==> config.mk <==
export PLATFORM = sky130hd
export DESIGN_NAME = humidity_temp_frame_decoder
export DESIGN_NICKNAME = d
export VERILOG_FILES = /design/src/htfd_pkg.sv /design/src/htfd_front.sv /design/src/htfd_fifo.sv /design/src/htfd_back.sv /design/src/humidity_temp_frame_decoder.sv
export SDC_FILE = /design/constraint.sdc
export NUM_CORES = 1
export LEC_CHECK = 0
export BUFFER_PORTS_ARGS = -buffer_cell sky130_fd_sc_hd__buf_2
export CORE_ASPECT_RATIO = 1.5
export CORE_MARGIN = 8
export CORE_UTILIZATION = 55
export CTS_CLUSTER_DIAMETER = 30
export DETAILED_ROUTE_END_ITERATION = 8
export PLACE_DENSITY = 0.68
export SETUP_SLACK_MARGIN = 0.1
export SYNTH_ARGS = -nofsm -noshare
export SYNTH_HDL_FRONTEND = slang
export SYNTH_SLANG_ARGS = --single-unit
==> constraint.sdc <==
create_clock -name clk_i -period 7.1 [get_ports clk_i]
set_input_delay 0.71 -clock clk_i [delete_from_list [all_inputs] [get_ports clk_i]]
set_output_delay 0.71 -clock clk_i [all_outputs]
set_load 0.02 [all_outputs]
==> src/htfd_pkg.sv <==
// Shared types, constants and the CRC-8 step for the humidity/temperature frame decoder.
`timescale 1ns / 1ps

package htfd_pkg;

  localparam logic [7:0] CrcPoly = 8'h31;
  localparam logic [7:0] CrcInit = 8'hFF;

  localparam logic [2:0] PosTempHi = 3'd0;
  localparam logic [2:0] PosTempLo = 3'd1;
  localparam logic [2:0] PosTempCrc = 3'd2;
  localparam logic [2:0] PosHumHi = 3'd3;
  localparam logic [2:0] PosHumLo = 3'd4;
  localparam logic [2:0] PosHumCrc = 3'd5;

  localparam logic [1:0] StatusOk = 2'd0;
  localparam logic [1:0] StatusTempCrc = 2'd1;
  localparam logic [1:0] StatusHumCrc = 2'd2;

  localparam logic [14:0] TempSpan = 15'd17500;
  localparam logic [14:0] TempOffset = 15'd4500;
  localparam logic [13:0] HumSpan = 14'd10000;
  localparam logic [16:0] RawFullScale = 17'd65535;

  typedef struct packed {
    logic [15:0] temp_raw;
    logic [15:0] hum_raw;
    logic [1:0]  status;
  } frame_t;

  localparam int unsigned FrameW = $bits(frame_t);

  // MSB-first CRC-8 over one byte.
  function automatic logic [7:0] crc8_step(input logic [7:0] crc, input logic [7:0] b);
    logic [7:0] c;
    c = crc ^ b;
    for (int i = 0; i < 8; i++) begin
      if (c[7]) begin
        c = {c[6:0], 1'b0} ^ CrcPoly;
      end else begin
        c = {c[6:0], 1'b0};
      end
    end
    return c;
  endfunction

endpackage

==> src/htfd_front.sv <==
// Front end: byte position tracking, CRC checking and frame assembly.
`timescale 1ns / 1ps

module htfd_front (
  input  logic                clk_i,
  input  logic                rst_ni,
  input  logic                byte_valid_i,
  output logic                byte_ready_o,
  input  logic [7:0]          data_byte_i,
  input  logic                frame_start_i,
  output logic                frame_valid_o,
  input  logic                frame_ready_i,
  output htfd_pkg::frame_t    frame_o
);

  logic [2:0]  pos_q, pos_d;
  logic [7:0]  crc_q, crc_d;
  logic [15:0] traw_q, traw_d;
  logic [15:0] hraw_q, hraw_d;
  logic        tgood_q, tgood_d;
  logic [2:0]  pos;
  logic        accept;
  logic        hum_good;

  assign byte_ready_o = frame_ready_i;
  assign accept       = byte_valid_i && byte_ready_o;
  assign pos          = (frame_start_i || pos_q > htfd_pkg::PosHumCrc) ?
                        htfd_pkg::PosTempHi : pos_q;
  assign hum_good     = (crc_q == data_byte_i);

  always_comb begin
    pos_d   = pos_q;
    crc_d   = crc_q;
    traw_d  = traw_q;
    hraw_d  = hraw_q;
    tgood_d = tgood_q;
    if (accept) begin
      pos_d = (pos == htfd_pkg::PosHumCrc) ? htfd_pkg::PosTempHi : pos + 3'd1;
      case (pos)
        htfd_pkg::PosTempHi: begin
          crc_d  = htfd_pkg::crc8_step(htfd_pkg::CrcInit, data_byte_i);
          traw_d = {data_byte_i, 8'h00};
        end
        htfd_pkg::PosTempLo: begin
          crc_d  = htfd_pkg::crc8_step(crc_q, data_byte_i);
          traw_d = {traw_q[15:8], data_byte_i};
        end
        htfd_pkg::PosTempCrc: begin
          tgood_d = (crc_q == data_byte_i);
          crc_d   = htfd_pkg::CrcInit;
        end
        htfd_pkg::PosHumHi: begin
          crc_d  = htfd_pkg::crc8_step(htfd_pkg::CrcInit, data_byte_i);
          hraw_d = {data_byte_i, 8'h00};
        end
        htfd_pkg::PosHumLo: begin
          crc_d  = htfd_pkg::crc8_step(crc_q, data_byte_i);
          hraw_d = {hraw_q[15:8], data_byte_i};
        end
        default: begin
          crc_d = htfd_pkg::CrcInit;
        end
      endcase
    end
  end

  always_comb begin
    frame_o.temp_raw = traw_q;
    frame_o.hum_raw  = hraw_q;
    if (!tgood_q) begin
      frame_o.status = htfd_pkg::StatusTempCrc;
    end else if (!hum_good) begin
      frame_o.status = htfd_pkg::StatusHumCrc;
    end else begin
      frame_o.status = htfd_pkg::StatusOk;
    end
  end

  assign frame_valid_o = accept && (pos == htfd_pkg::PosHumCrc);

  always_ff @(posedge clk_i or negedge rst_ni) begin
    if (!rst_ni) begin
      pos_q   <= htfd_pkg::PosTempHi;
      crc_q   <= htfd_pkg::CrcInit;
      traw_q  <= '0;
      hraw_q  <= '0;
      tgood_q <= 1'b0;
    end else begin
      pos_q   <= pos_d;
      crc_q   <= crc_d;
      traw_q  <= traw_d;
      hraw_q  <= hraw_d;
      tgood_q <= tgood_d;
    end
  end

endmodule

==> src/htfd_fifo.sv <==
// Short flop-based queue between the front end and the scaling back end.
`timescale 1ns / 1ps

module htfd_fifo #(
  parameter int unsigned Depth = 2,
  parameter int unsigned Width = 8
) (
  input  logic             clk_i,
  input  logic             rst_ni,
  input  logic             push_i,
  output logic             not_full_o,
  input  logic [Width-1:0] wdata_i,
  output logic             not_empty_o,
  input  logic             pop_i,
  output logic [Width-1:0] rdata_o
);

  localparam int unsigned PtrW = (Depth > 1) ? $clog2(Depth) : 1;
  localparam int unsigned CntW = $clog2(Depth + 1);

  logic [Width-1:0] mem_q [Depth];
  logic [PtrW-1:0]  wptr_q, wptr_d;
  logic [PtrW-1:0]  rptr_q, rptr_d;
  logic [CntW-1:0]  cnt_q, cnt_d;
  logic             do_push, do_pop;

  assign not_full_o  = (cnt_q != CntW'(Depth));
  assign not_empty_o = (cnt_q != '0);
  assign do_push     = push_i && not_full_o;
  assign do_pop      = pop_i && not_empty_o;
  assign rdata_o     = mem_q[rptr_q];

  always_comb begin
    wptr_d = wptr_q;
    rptr_d = rptr_q;
    cnt_d  = cnt_q;
    if (do_push) begin
      wptr_d = (wptr_q == PtrW'(Depth - 1)) ? '0 : wptr_q + PtrW'(1);
    end
    if (do_pop) begin
      rptr_d = (rptr_q == PtrW'(Depth - 1)) ? '0 : rptr_q + PtrW'(1);
    end
    if (do_push && !do_pop) begin
      cnt_d = cnt_q + CntW'(1);
    end else if (do_pop && !do_push) begin
      cnt_d = cnt_q - CntW'(1);
    end
  end

  always_ff @(posedge clk_i) begin
    if (do_push) begin
      mem_q[wptr_q] <= wdata_i;
    end
  end

  always_ff @(posedge clk_i or negedge rst_ni) begin
    if (!rst_ni) begin
      wptr_q <= '0;
      rptr_q <= '0;
      cnt_q  <= '0;
    end else begin
      wptr_q <= wptr_d;
      rptr_q <= rptr_d;
      cnt_q  <= cnt_d;
    end
  end

endmodule

==> src/htfd_back.sv <==
// Back end: two-stage scaling of raw words to centi-units, with output register.
`timescale 1ns / 1ps

module htfd_back (
  input  logic             clk_i,
  input  logic             rst_ni,
  input  logic             frame_valid_i,
  output logic             frame_pop_o,
  input  htfd_pkg::frame_t frame_i,
  output logic             res_valid_o,
  input  logic             res_ready_i,
  output logic [14:0]      temperature_centi_o,
  output logic [13:0]      humidity_centi_o,
  output logic [1:0]       frame_status_o
);

  // stage 1: products
  logic        s1_v_q;
  logic [30:0] tprod_q;
  logic [29:0] hprod_q;
  logic [1:0]  s1_status_q;

  // stage 2: output register
  logic        out_v_q;
  logic [14:0] temp_q, temp_d;
  logic [13:0] hum_q, hum_d;
  logic [1:0]  status_q;

  logic        out_adv, s1_adv;
  logic [16:0] trem, hrem;
  logic [14:0] tquo;
  logic [13:0] hquo;

  assign out_adv     = !out_v_q || res_ready_i;
  assign s1_adv      = !s1_v_q || out_adv;
  assign frame_pop_o = frame_valid_i && s1_adv;

  // x / 65535 with x = a*2^16 + b: q = a, r = a + b < 2*65535, one correction
  assign trem = {1'b0, tprod_q[15:0]} + {2'b00, tprod_q[30:16]};
  assign hrem = {1'b0, hprod_q[15:0]} + {3'b000, hprod_q[29:16]};
  assign tquo = tprod_q[30:16] + ((trem >= htfd_pkg::RawFullScale) ? 15'd1 : 15'd0);
  assign hquo = hprod_q[29:16] + ((hrem >= htfd_pkg::RawFullScale) ? 14'd1 : 14'd0);

  always_comb begin
    temp_d = '0;
    hum_d  = '0;
    if (s1_status_q == htfd_pkg::StatusOk) begin
      temp_d = tquo - htfd_pkg::TempOffset;
      hum_d  = hquo;
    end
  end

  always_ff @(posedge clk_i) begin
    if (frame_pop_o) begin
      tprod_q     <= 31'(frame_i.temp_raw) * 31'(htfd_pkg::TempSpan);
      hprod_q     <= 30'(frame_i.hum_raw) * 30'(htfd_pkg::HumSpan);
      s1_status_q <= frame_i.status;
    end
    if (s1_v_q && out_adv) begin
      temp_q   <= temp_d;
      hum_q    <= hum_d;
      status_q <= s1_status_q;
    end
  end

  always_ff @(posedge clk_i or negedge rst_ni) begin
    if (!rst_ni) begin
      s1_v_q  <= 1'b0;
      out_v_q <= 1'b0;
    end else begin
      if (s1_adv) begin
        s1_v_q <= frame_valid_i;
      end
      if (out_adv) begin
        out_v_q <= s1_v_q;
      end
    end
  end

  assign res_valid_o         = out_v_q;
  assign temperature_centi_o = temp_q;
  assign humidity_centi_o    = hum_q;
  assign frame_status_o      = status_q;

endmodule

==> src/humidity_temp_frame_decoder.sv <==
// Top level of the humidity/temperature sensor reply decoder.
`timescale 1ns / 1ps

// Takes the six-byte sensor reply (temp hi, temp lo, temp CRC, hum hi, hum lo,
// hum CRC) at one byte per cycle while s_axis_tready is high; tuser marks
// byte 0 and restarts the frame. Each word is checked against CRC-8 (poly
// 0x31, init 0xFF). After the sixth beat one result beat carries temperature
// in 0.01 C, humidity in 0.01 %RH and a status (0 ok, 1 temperature CRC bad,
// 2 humidity CRC bad; values are zero on a bad CRC). The result passes through
// the queue, the multiply stage and the output register. s_axis_tready drops
// only when the FIFO_DEPTH-entry frame queue is full, i.e. when results back up.

module humidity_temp_frame_decoder #(
  parameter int unsigned FIFO_DEPTH = 2
) (
  input  logic        clk_i,
  input  logic        rst_ni,
  input  logic        s_axis_tvalid,
  output logic        s_axis_tready,
  input  logic [7:0]  s_axis_tdata,   // [7:0] data_byte
  input  logic        s_axis_tuser,   // [0] frame_start
  output logic        m_axis_tvalid,
  input  logic        m_axis_tready,
  output logic [31:0] m_axis_tdata,   // [14:0] temperature_centi, [28:15] humidity_centi
  output logic [1:0]  m_axis_tuser    // [1:0] frame_status
);

  logic             fr_push, fr_not_full, fr_not_empty, fr_pop;
  htfd_pkg::frame_t fr_wdata, fr_rdata;
  logic [14:0]      temp_centi;
  logic [13:0]      hum_centi;

  htfd_front u_front (
    .clk_i         (clk_i),
    .rst_ni        (rst_ni),
    .byte_valid_i  (s_axis_tvalid),
    .byte_ready_o  (s_axis_tready),
    .data_byte_i   (s_axis_tdata),
    .frame_start_i (s_axis_tuser),
    .frame_valid_o (fr_push),
    .frame_ready_i (fr_not_full),
    .frame_o       (fr_wdata)
  );

  htfd_fifo #(
    .Depth (FIFO_DEPTH),
    .Width (htfd_pkg::FrameW)
  ) u_fifo (
    .clk_i       (clk_i),
    .rst_ni      (rst_ni),
    .push_i      (fr_push),
    .not_full_o  (fr_not_full),
    .wdata_i     (fr_wdata),
    .not_empty_o (fr_not_empty),
    .pop_i       (fr_pop),
    .rdata_o     (fr_rdata)
  );

  htfd_back u_back (
    .clk_i               (clk_i),
    .rst_ni              (rst_ni),
    .frame_valid_i       (fr_not_empty),
    .frame_pop_o         (fr_pop),
    .frame_i             (fr_rdata),
    .res_valid_o         (m_axis_tvalid),
    .res_ready_i         (m_axis_tready),
    .temperature_centi_o (temp_centi),
    .humidity_centi_o    (hum_centi),
    .frame_status_o      (m_axis_tuser)
  );

  assign m_axis_tdata = {3'b000, hum_centi, temp_centi};

endmodule

==> impl_metrics.toml, run 1 <==
[route]
ant_nets = 0
wl_mm = 29.3
dr.pass1.iters = 5
vias = 9582
drc = 0
vias_per_cell = 5.39
drtIter0Drc = 463
wire_per_inst_microns = 16.5

[synthesis]
synthCells = 1349
synthDistinctLibCells = 78
synth_enable_flop_cells = 156
yosysSeqAreaShare_pct = 39.1
syn_area_sq_um = 15200
synth_top_cell_area_share_pct = 30.8
ys_seq_elements = 206
synth_area_leaders = "edfxtp_1 (31%), ha_1 (16%), fa_1 (11%)"
synthFlopType = "edfxtp_1"
avgSynthCellArea_sq_um = 11.3
yosys_warnings = 0
synth-async-reset-ratio_pct = 24.3
yosysTopAreaCell = "edfxtp_1"

[timing]
min_period_ns = 5.60
fin_crit_sh_pct = 78.9
setup_viol = 0
slew_headroom_pct = 42.8
tns_ns = 0
max_freq_ghz = 0.178
rsz0062_at_grt = "false"
hold_viol_final = 0
worst_pin_slew_ns = 0.854
drv_slew = 0
finalClockSkew_ns = 0.0273

[clock_network]
worstSkewPairLatency_ns = 0.52
cts_tree = "built"
ctsLongestPathBuffers = 3
cts.sinks = 206
cts_hold_buf = 0
cts.repair.resized = 0
root_buffer = "clkbuf_16"
post_cts_buffers = 0
clkTransAtPathRegs_ns = 0.06
h-tree-depth = 2
cts_buffers = 34

[placement]
hpwlAfterDp_mm = 23.5
gp_congestion = 0.905
dp.cells = 1717
portBuffers = 45

[finish]
multiInputGateArea_sq_um = 8310
layout-drive-gt1-share_pct = 12.7
regArea_sq_um = 5950
diodes = 0
stdcell_count = 1778
nets = 1703
fillers = 2224
area_delta_synth_final_pct = 11.6

[flow_run]
maxCapViolCount = 0

[global_routing]
track_usage_pct = 18.5
antenna_found_initial = 0
grt_max_degree = 59
first_global_vias = 10000
grt_overflow = 0
grt_pass1_wl_mm = 48.9

[floorplanning]
dieArea_sq_um = 33300
die_height_microns = 220
ios = 49
fp.dieW_microns = 152
start_util_pct = 55.8
rows = 74
core_area_sq_um = 27200

[setup_path]
cp-start-kind = "flop"
worst_ep_arrival_time_ns = 5.85
cp_max_fo = 35
cp-end-kind = "flop"
crit_type = "flop to flop"
required_ns = 7.35

[worst_hold_path]
hp-class = "input pin to async pin"

[status]
status = "finished, final reports clean"
-- logic make-up (layout without fill, tap and decap cells) --
| kind of cell | Yosys count | count (layout) | synth area share [%] |
|---|---|---|---|
| compound gates | 220 | 220 | 9.89 |
| xor+xnor | 104 | 104 | 6.09 |
| simple gates | 236 | 236 | 7.68 |
| buf+inv | 248 | 333 | 6.25 |
| mux | 55 | 55 | 3.90 |
| flops | 206 | 206 | 39.1 |
| other cells | 1 | 3 | 0.0247 |
| fa+ha+maj | 279 | 279 | 27.0 |
-- state kept, by name, indices dropped and copies added, names as in the netlist, 3 cells and up --
signal	flops
u_front.crc_q	8
u_back.hprod_q	26
u_fifo.mem_q	68
u_front.traw_q	16
u_back.tprod_q	29
u_back.temperature_centi_o	15
u_front.hraw_q	16
u_back.humidity_centi_o	14
u_front.pos_q	3
-- per-layer routing --
metal,wire [microns],GRT usage (%)
met2,15200,33.4
met4,1130,8.23
met3,832,2.63
met1,12200,21.1
met5,0,0
-- cells in the final DEF (no fill, tap or decap), types with 9 or more instances in the layout --
cell and n:
a21o_1 17, o21ai_0 40, fa_1 82, a21oi_1 57, nand2_1 38, mux2i_1 21
and2_1 10, clkbuf_16 34, nor2b_1 9, o21a_1 12, nor2_1 92, xor2_1 37
mux2_2 34, edfxtp_1 156, dfrtp_1 42, xnor2_1 65, ha_1 197, inv_1 220
and3_1 9, buf_2 45, nand3_1 24, a211oi_1 11, nand2b_1 11
-- cell usage after synthesis, drive strengths merged (10+ instances only) --
cell type  instances
nor2              92
edfxtp           156
mux2i             21
nand2b            12
o21ai             42
buf               10
a21o              18
a211oi            12
ha               197
fa                82
dfrtp             42
nand2             38
inv              221
mux2              34
clkbuf            17
xnor2             67
nand3             24
a21oi             58
xor2              37
and2              10
o21a              12
-- worst paths after layout --
| path | endpoint | slack [ns] | cells past startpoint | from |
|---|---|---|---|---|
| worst max-delay path | u_back.tprod_q[30] | 1.50 | 20 | u_fifo.rptr_q |
| min in group clk_i | u_fifo.mem_q[0][12] | 0.46 | 0 | u_front.hraw_q[10] |
| max in group asynchronous | u_front.traw_q[14] | 6.35 | 2 | rst_ni |
| worst min-delay path | u_fifo.cnt_q[0] | 0.29 | 2 | rst_ni |
| worst min register to register | u_fifo.mem_q[0][12] | 0.46 | 0 | u_front.hraw_q[10] |
| worst max register to register | u_back.tprod_q[30] | 1.50 | 20 | u_fifo.rptr_q |
-- per-stage QoR --
| stage | setup slack [ns] | hold WS, ns | util [%] | cell area, sq um |
|---|---|---|---|---|
| floorplan | 1.60 | 0.414 | - | 15200 |
| global placement | 1.61 | 0.444 | 58.0 | 15800 |
| detailed placement | 1.50 | 0.454 | 58.0 | 15800 |
| CTS | 1.46 | 0.305 | 62.3 | 17000 |
| global route | 1.09 | 0.341 | 62.3 | 17000 |
| finish | 1.50 | 0.290 | 62.3 | 17000 |
-- final cells by class --
cell class | instances | area share [%]
repair buffers | 51 | 1.59
clock buffers | 34 | 5.02
multi-input cells | 897 | 49.0
flip-flops and latches | 206 | 35.1
clock inverters | 27 | 1.93
well taps | 342 | 2.52
inverters | 221 | 4.89
-- critical path, stage by stage (launching register included) --
cell and delay [ns]:
dfrtp_1 0.32, buf_4 0.45, mux2i_1 0.42, inv_1 0.22, ha_1 0.32, inv_1 0.05, fa_1 0.50, inv_1 0.05
ha_1 0.30, fa_1 0.48, inv_1 0.05, fa_1 0.52, inv_1 0.04, ha_1 0.35, o21ai_0 0.17, a21oi_1 0.08
or2_2 0.28, and3_1 0.18, o21ai_0 0.21, a211oi_1 0.16, o22a_1 0.19
Power of run 1 is not shown: default switching activity piles up to over one toggle a cycle in this logic, so the estimate is an artifact.
==> run 2, diff against run 1 <==
ABC_AREA = 1   (was not set)
PLACE_DENSITY = 0.71   (was 0.68)
clock period = 4.9 ns   (was 7.1 ns; I/O delays follow)
==> impl_metrics.toml, run 2 <==
[placement]
portBuffers = 45
hpwlAfterDp_mm = 28.1
postPlaceCellArea_sq_um = 17200
gp_congestion = 0.939

[clock_network]
clkTransAtPathRegs_ns = 0.06
cts_buffers = 34
worstSkewPairLatency_ns = 0.50
ctsLongestPathBuffers = 3
cts.sinks = 206
cts_tree = "built"
h-tree-depth = 2
root_buffer = "clkbuf_16"

[setup_path]
crit_buf_inv = 5
path_cells = "buf_4, buf_12, buf_4, nand2_1, nand2_2, ha_4, fa_1, ha_1, inv_1, fa_1, fa_1, inv_1, ha_4, a21oi_2, a21boi_4, o21ai_2, nand2_1, nand2_1, xor2_2"
cp-start-kind = "flop"
cp-end-kind = "flop"
r2r_cells = 19
cp.depth = 19
required_ns = 5.12
max_stage_delay_ns = 0.54
crit_slowest_cell = "fa_1"
crit_family = "adder cells"
cp_max_fo = 13
crit_type = "flop to flop"
worst_ep_arrival_time_ns = 4.99

[synthesis]
yosysSeqAreaShare_pct = 36.7
ys_seq_elements = 206
synthCells = 1784
synth_enable_flop_cells = 156
avgSynthCellArea_sq_um = 9.08
synth_top_cell_area_share_pct = 28.9
yosys_warnings = 0
synth_area_leaders = "edfxtp_1 (29%), ha_1 (15%), fa_1 (10%)"
synth_common_cells = "nand2_1 (346), inv_1 (308), ha_1 (197)"
synthFlopType = "edfxtp_1"
syn_area_sq_um = 16200
synth-async-reset-ratio_pct = 24.3
yosysTopAreaCell = "edfxtp_1"
synthDistinctLibCells = 55
yosys.cell_count.top_type = "nand2_1"

[timing]
worst_pin_slew_ns = 1.13
drv_slew = 0
hold_slack_ns = 0.110
rsz0062_at_grt = "true"
min_period_ns = 4.77
slew_headroom_pct = 24.8
max_freq_ghz = 0.210
finalClockSkew_ns = 0.0209
fin_crit_sh_pct = 97.3
hold_viol_final = 0
setup_viol = 0

[global_routing]
grt_max_degree = 58
grt_pass1_wl_mm = 58.0
track_usage_pct = 20.3
grt_overflow = 0
first_global_vias = 12700
antenna_found_initial = 0

[worst_hold_path]
hp-class = "input pin to async pin"

[route]
vias_per_cell = 5.27
vias = 12400
drc = 0
ant_nets = 0
wire_per_inst_microns = 15.6
dr.pass1.iters = 8
drtIter0Drc = 636
wl_mm = 36.6

[finish]
stdcell_area_sq_um = 19400
layout-drive-gt1-share_pct = 22.3
fin_util_pct = 66.1
area_delta_synth_final_pct = 19.5
fillers = 2272
largestRegisters = "u_fifo.mem_q x68, u_back.tprod_q x29, u_back.hprod_q x26"
largest_register_ffs = 68
final_common_cell = "nand2_1"
layout_common_cells = "nand2_1 (318), inv_1 (293), ha_1 (165), edfxtp_1 (156), nor2_1 (98)"
nets = 2218
top_register = "u_fifo.mem_q"
diodes = 0

[floorplanning]
rows = 77
die_height_microns = 226
ios = 49
fp.dieW_microns = 156
start_util_pct = 55.3
core_area_sq_um = 29300
dieArea_sq_um = 35300

[status]
status = "finished, final reports clean"

[flow_run]
maxCapViolCount = 0
[run 2: path summary, 6_finish.rpt]
| check | startpoint | endpoint | slack [ns] |
|---|---|---|---|
| max | u_fifo.rptr_q | u_back.tprod_q[22] | 0.13 |
| min in group clk_i | m_axis_tready | u_back.res_valid_o | 0.28 |
| min | rst_ni | u_front.hraw_q[1] | 0.11 |
| max reg2reg | u_fifo.rptr_q | u_back.tprod_q[22] | 0.13 |
| min reg2reg | u_back.s1_status_q[0] | u_back.frame_status_o[0] | 0.42 |
| max in group asynchronous | rst_ni | u_fifo.rptr_q | 4.31 |
[run 2: area by class of cell]
type	count	area [sq um]	area share, %
clock buffers	35	876	4.52
repair buffers	127	878	4.54
well taps	395	494	2.55
multi-input cells	1230	9680	50.0
flip-flops and latches	206	5950	30.7
clock inverters	25	259	1.34
inverters	327	1230	6.34
[run 2: cells by family after synthesis]
kind of cell | share of synthesized area [%]
simple gates | 18.0
buf+inv | 8.54
fa+ha+maj | 25.4
compound gates | 7.93
flops | 36.7
xor+xnor | 3.48
other cells | 0.0232
[run 2: repair_timing]
item / in CTS / in global routing
cloned: 0 / 1
endpoints found under the hold margin: 0 / 0
buffers inserted: 7 / 16
hold buffers: 0 / 0
setup endpoints to repair: 23 / 32
resized for setup: 50 / 137
pin swaps: 12 / 43
[run 2: worst reg2reg max path, cell delays in order (launching register included)]
cell and delay [ns]:
dfrtp_2 0.42, buf_4 0.15, buf_12 0.15, buf_4 0.17, nand2_1 0.10, nand2_2 0.11, ha_4 0.26, fa_1 0.45
ha_1 0.31, inv_1 0.08, fa_1 0.45, fa_1 0.54, inv_1 0.06, ha_4 0.27, a21oi_2 0.18, a21boi_4 0.29
o21ai_2 0.11, nand2_1 0.12, nand2_1 0.11, xor2_2 0.17
[run 2: layer usage]
metal	routed length [microns]	share of wire, %	global-route usage, %	vias to the layer above
met5	0	0	0	-
met1	13800	38	20.9	5815
met3	1150	3.1	2.32	123
met4	1910	5.2	10.6	0
met2	19800	54	39.3	305
li1	-	-	-	6126
[run 2: stage by stage]
stage,setup TNS [ns],setup WS (ns),cells
floorplan,0,0.111,1786
global placement,0,0.0205,2261
detailed placement,-0.0885,-0.0394,2261
CTS,0,0.0536,2328
global route,-0.0911,-0.0538,2345
finish,0,0.130,2345
Power of run 2 is left out for the same reason.
==> run 3, diff against run 2 <==
ABC_AREA = not set   (was 1)
==> impl_metrics.toml, run 3 (synthesized netlist as in run 1, its figures left out) <==
[route]
drtIter0Drc = 463
wl_met1_mm = 12.9
drc = 0
wl_met2_mm = 17.2
wire_per_inst_microns = 17.1
vias = 10300
vias_per_cell = 5.44
wl_mm = 32.3
dr.pass1.iters = 7
ant_nets = 0
dr_wl_met3_mm = 1.01
routed.top_layer = "met4"

[timing]
fin_crit_sh_pct = 102
tns_ns = -0.337
timing.final.ws_setup_ns = -0.0863
worst_pin_slew_ns = 0.850
drv_slew = 0
rsz0062_at_grt = "true"
setup_viol = 6
finalClockSkew_ns = 0.0229
hold_viol_final = 0
slew_headroom_pct = 43.1
max_freq_ghz = 0.201
min_period_ns = 4.99

[clock_network]
clkTransAtPathRegs_ns = 0.06
cts.sinks = 206
h-tree-depth = 1
cts_buffers = 30
cts_tree = "built"
cts_hold_buf = 0
worstSkewPairLatency_ns = 0.55
root_buffer = "clkbuf_16"
ctsLongestPathBuffers = 3

[finish]
layout-drive-gt1-share_pct = 29.3
fillers = 1903
final_common_cell = "inv_1"
top_register = "u_fifo.mem_q"
stdcell_count = 1884
nets = 1810
largestRegisters = "u_fifo.mem_q x68, u_back.tprod_q x29, u_back.hprod_q x26"
largest_register_ffs = 68
layout_common_cells = "inv_1 (177), edfxtp_1 (156), ha_1 (151), buf_4 (104), nor2_1 (90)"
diodes = 0
area_delta_synth_final_pct = 24.5

[setup_path]
required_ns = 5.18
cp-end-kind = "flop"
worst_ep_arrival_time_ns = 5.27
timing.rr.start = "u_fifo.rptr_q"
cp_max_fo = 5
startpoint = "u_fifo.rptr_q"
crit_type = "flop to flop"
cp-start-kind = "flop"

[floorplanning]
start_util_pct = 55.8
rows = 74
fp.dieW_microns = 152
core_area_sq_um = 27200
ios = 49
die_height_microns = 220
dieArea_sq_um = 33300

[global_routing]
grt_pass1_wl_mm = 49.9
track_usage_pct = 18.5
grt_overflow = 0
first_global_vias = 10600
antenna_found_initial = 0
grt_max_degree = 59

[placement]
hpwlAfterDp_mm = 24.1
gp_congestion = 0.873
post-place-ws_ns = -0.136
dp.cells = 1805
portBuffers = 45

[status]
status = "finished, violations left"
violations = "negative setup slack"

[worst_hold_path]
hp-class = "input pin to async pin"

[flow_run]
maxCapViolCount = 0
run 3: cell count changes in the layout (fill, tap and decap cells not counted), moves of 23 or more:
cell,previous run,this run
a21oi_1,74,38
buf_4,78,104
inv_1,293,177
mux2_2,0,23
nand2_1,318,34
nand2_2,40,3
nand3_1,81,24
o21ai_0,55,29
xnor2_1,23,63
run 3: repair_timing:
action	4_1_cts	5_1_grt
setup buffers	4	18
pin swaps	1	78
endpoints found under the hold margin	0	0
cloned	0	2
resized for setup	36	147
endpoints found under the setup margin	23	29
run 3: per-layer routing:
| layer | GRT usage, % | up-vias |
|---|---|---|
| li1 | - | 5025 |
| met1 | 21.2 | 4983 |
| met2 | 34.4 | 182 |
| met3 | 2.07 | 68 |
| met4 | 6.56 | 0 |
| met5 | 0 | - |
run 3: path summary, 6_finish.rpt:
check | depth (start not counted) | slack [ns] | to
max | 17 | -0.09 | u_back.tprod_q[29]
min | 2 | 0.04 | u_front.hraw_q[15]
max reg2reg | 17 | -0.09 | u_back.tprod_q[29]
min reg2reg | 0 | 0.46 | u_fifo.mem_q[1][27]
max in group asynchronous | 2 | 4.38 | u_fifo.rptr_q
min in group clk_i | 4 | 0.24 | u_back.s1_v_q
run 3: final cells by class:
type,instances,area [sq um],share of cell area [%]
multi-input cells,897,9440,49.9
flip-flops and latches,206,5950,31.4
repair buffers,162,1210,6.40
clock buffers,42,912,4.82
inverters,221,835,4.41
well taps,342,428,2.26
clock inverters,14,138,0.728
run 3: worst max-delay path, stage by stage, from the launching register on:
cell and delay (ns):
dfrtp_2 0.49, clkbuf_16 0.20, mux2_4 0.34, ha_4 0.25, fa_1 0.47, ha_1 0.34
inv_2 0.04, fa_1 0.48, fa_1 0.57, inv_2 0.05, ha_4 0.27, and4_4 0.22
and3_4 0.18, o311ai_4 0.10, a31oi_2 0.26, o211ai_1 0.17, a31oi_1 0.22, xor2_1 0.08
run 3: stage by stage:
stage	area [sq um]	util [%]	hold slack, ns
floorplan	15600	-	0.194
global placement	16800	61.6	0.446
detailed placement	16800	61.6	0.453
CTS	18000	66.0	0.0338
global route	18900	69.5	0.0754
finish	18900	69.5	0.0366
Power of run 3 is left out for the same reason.
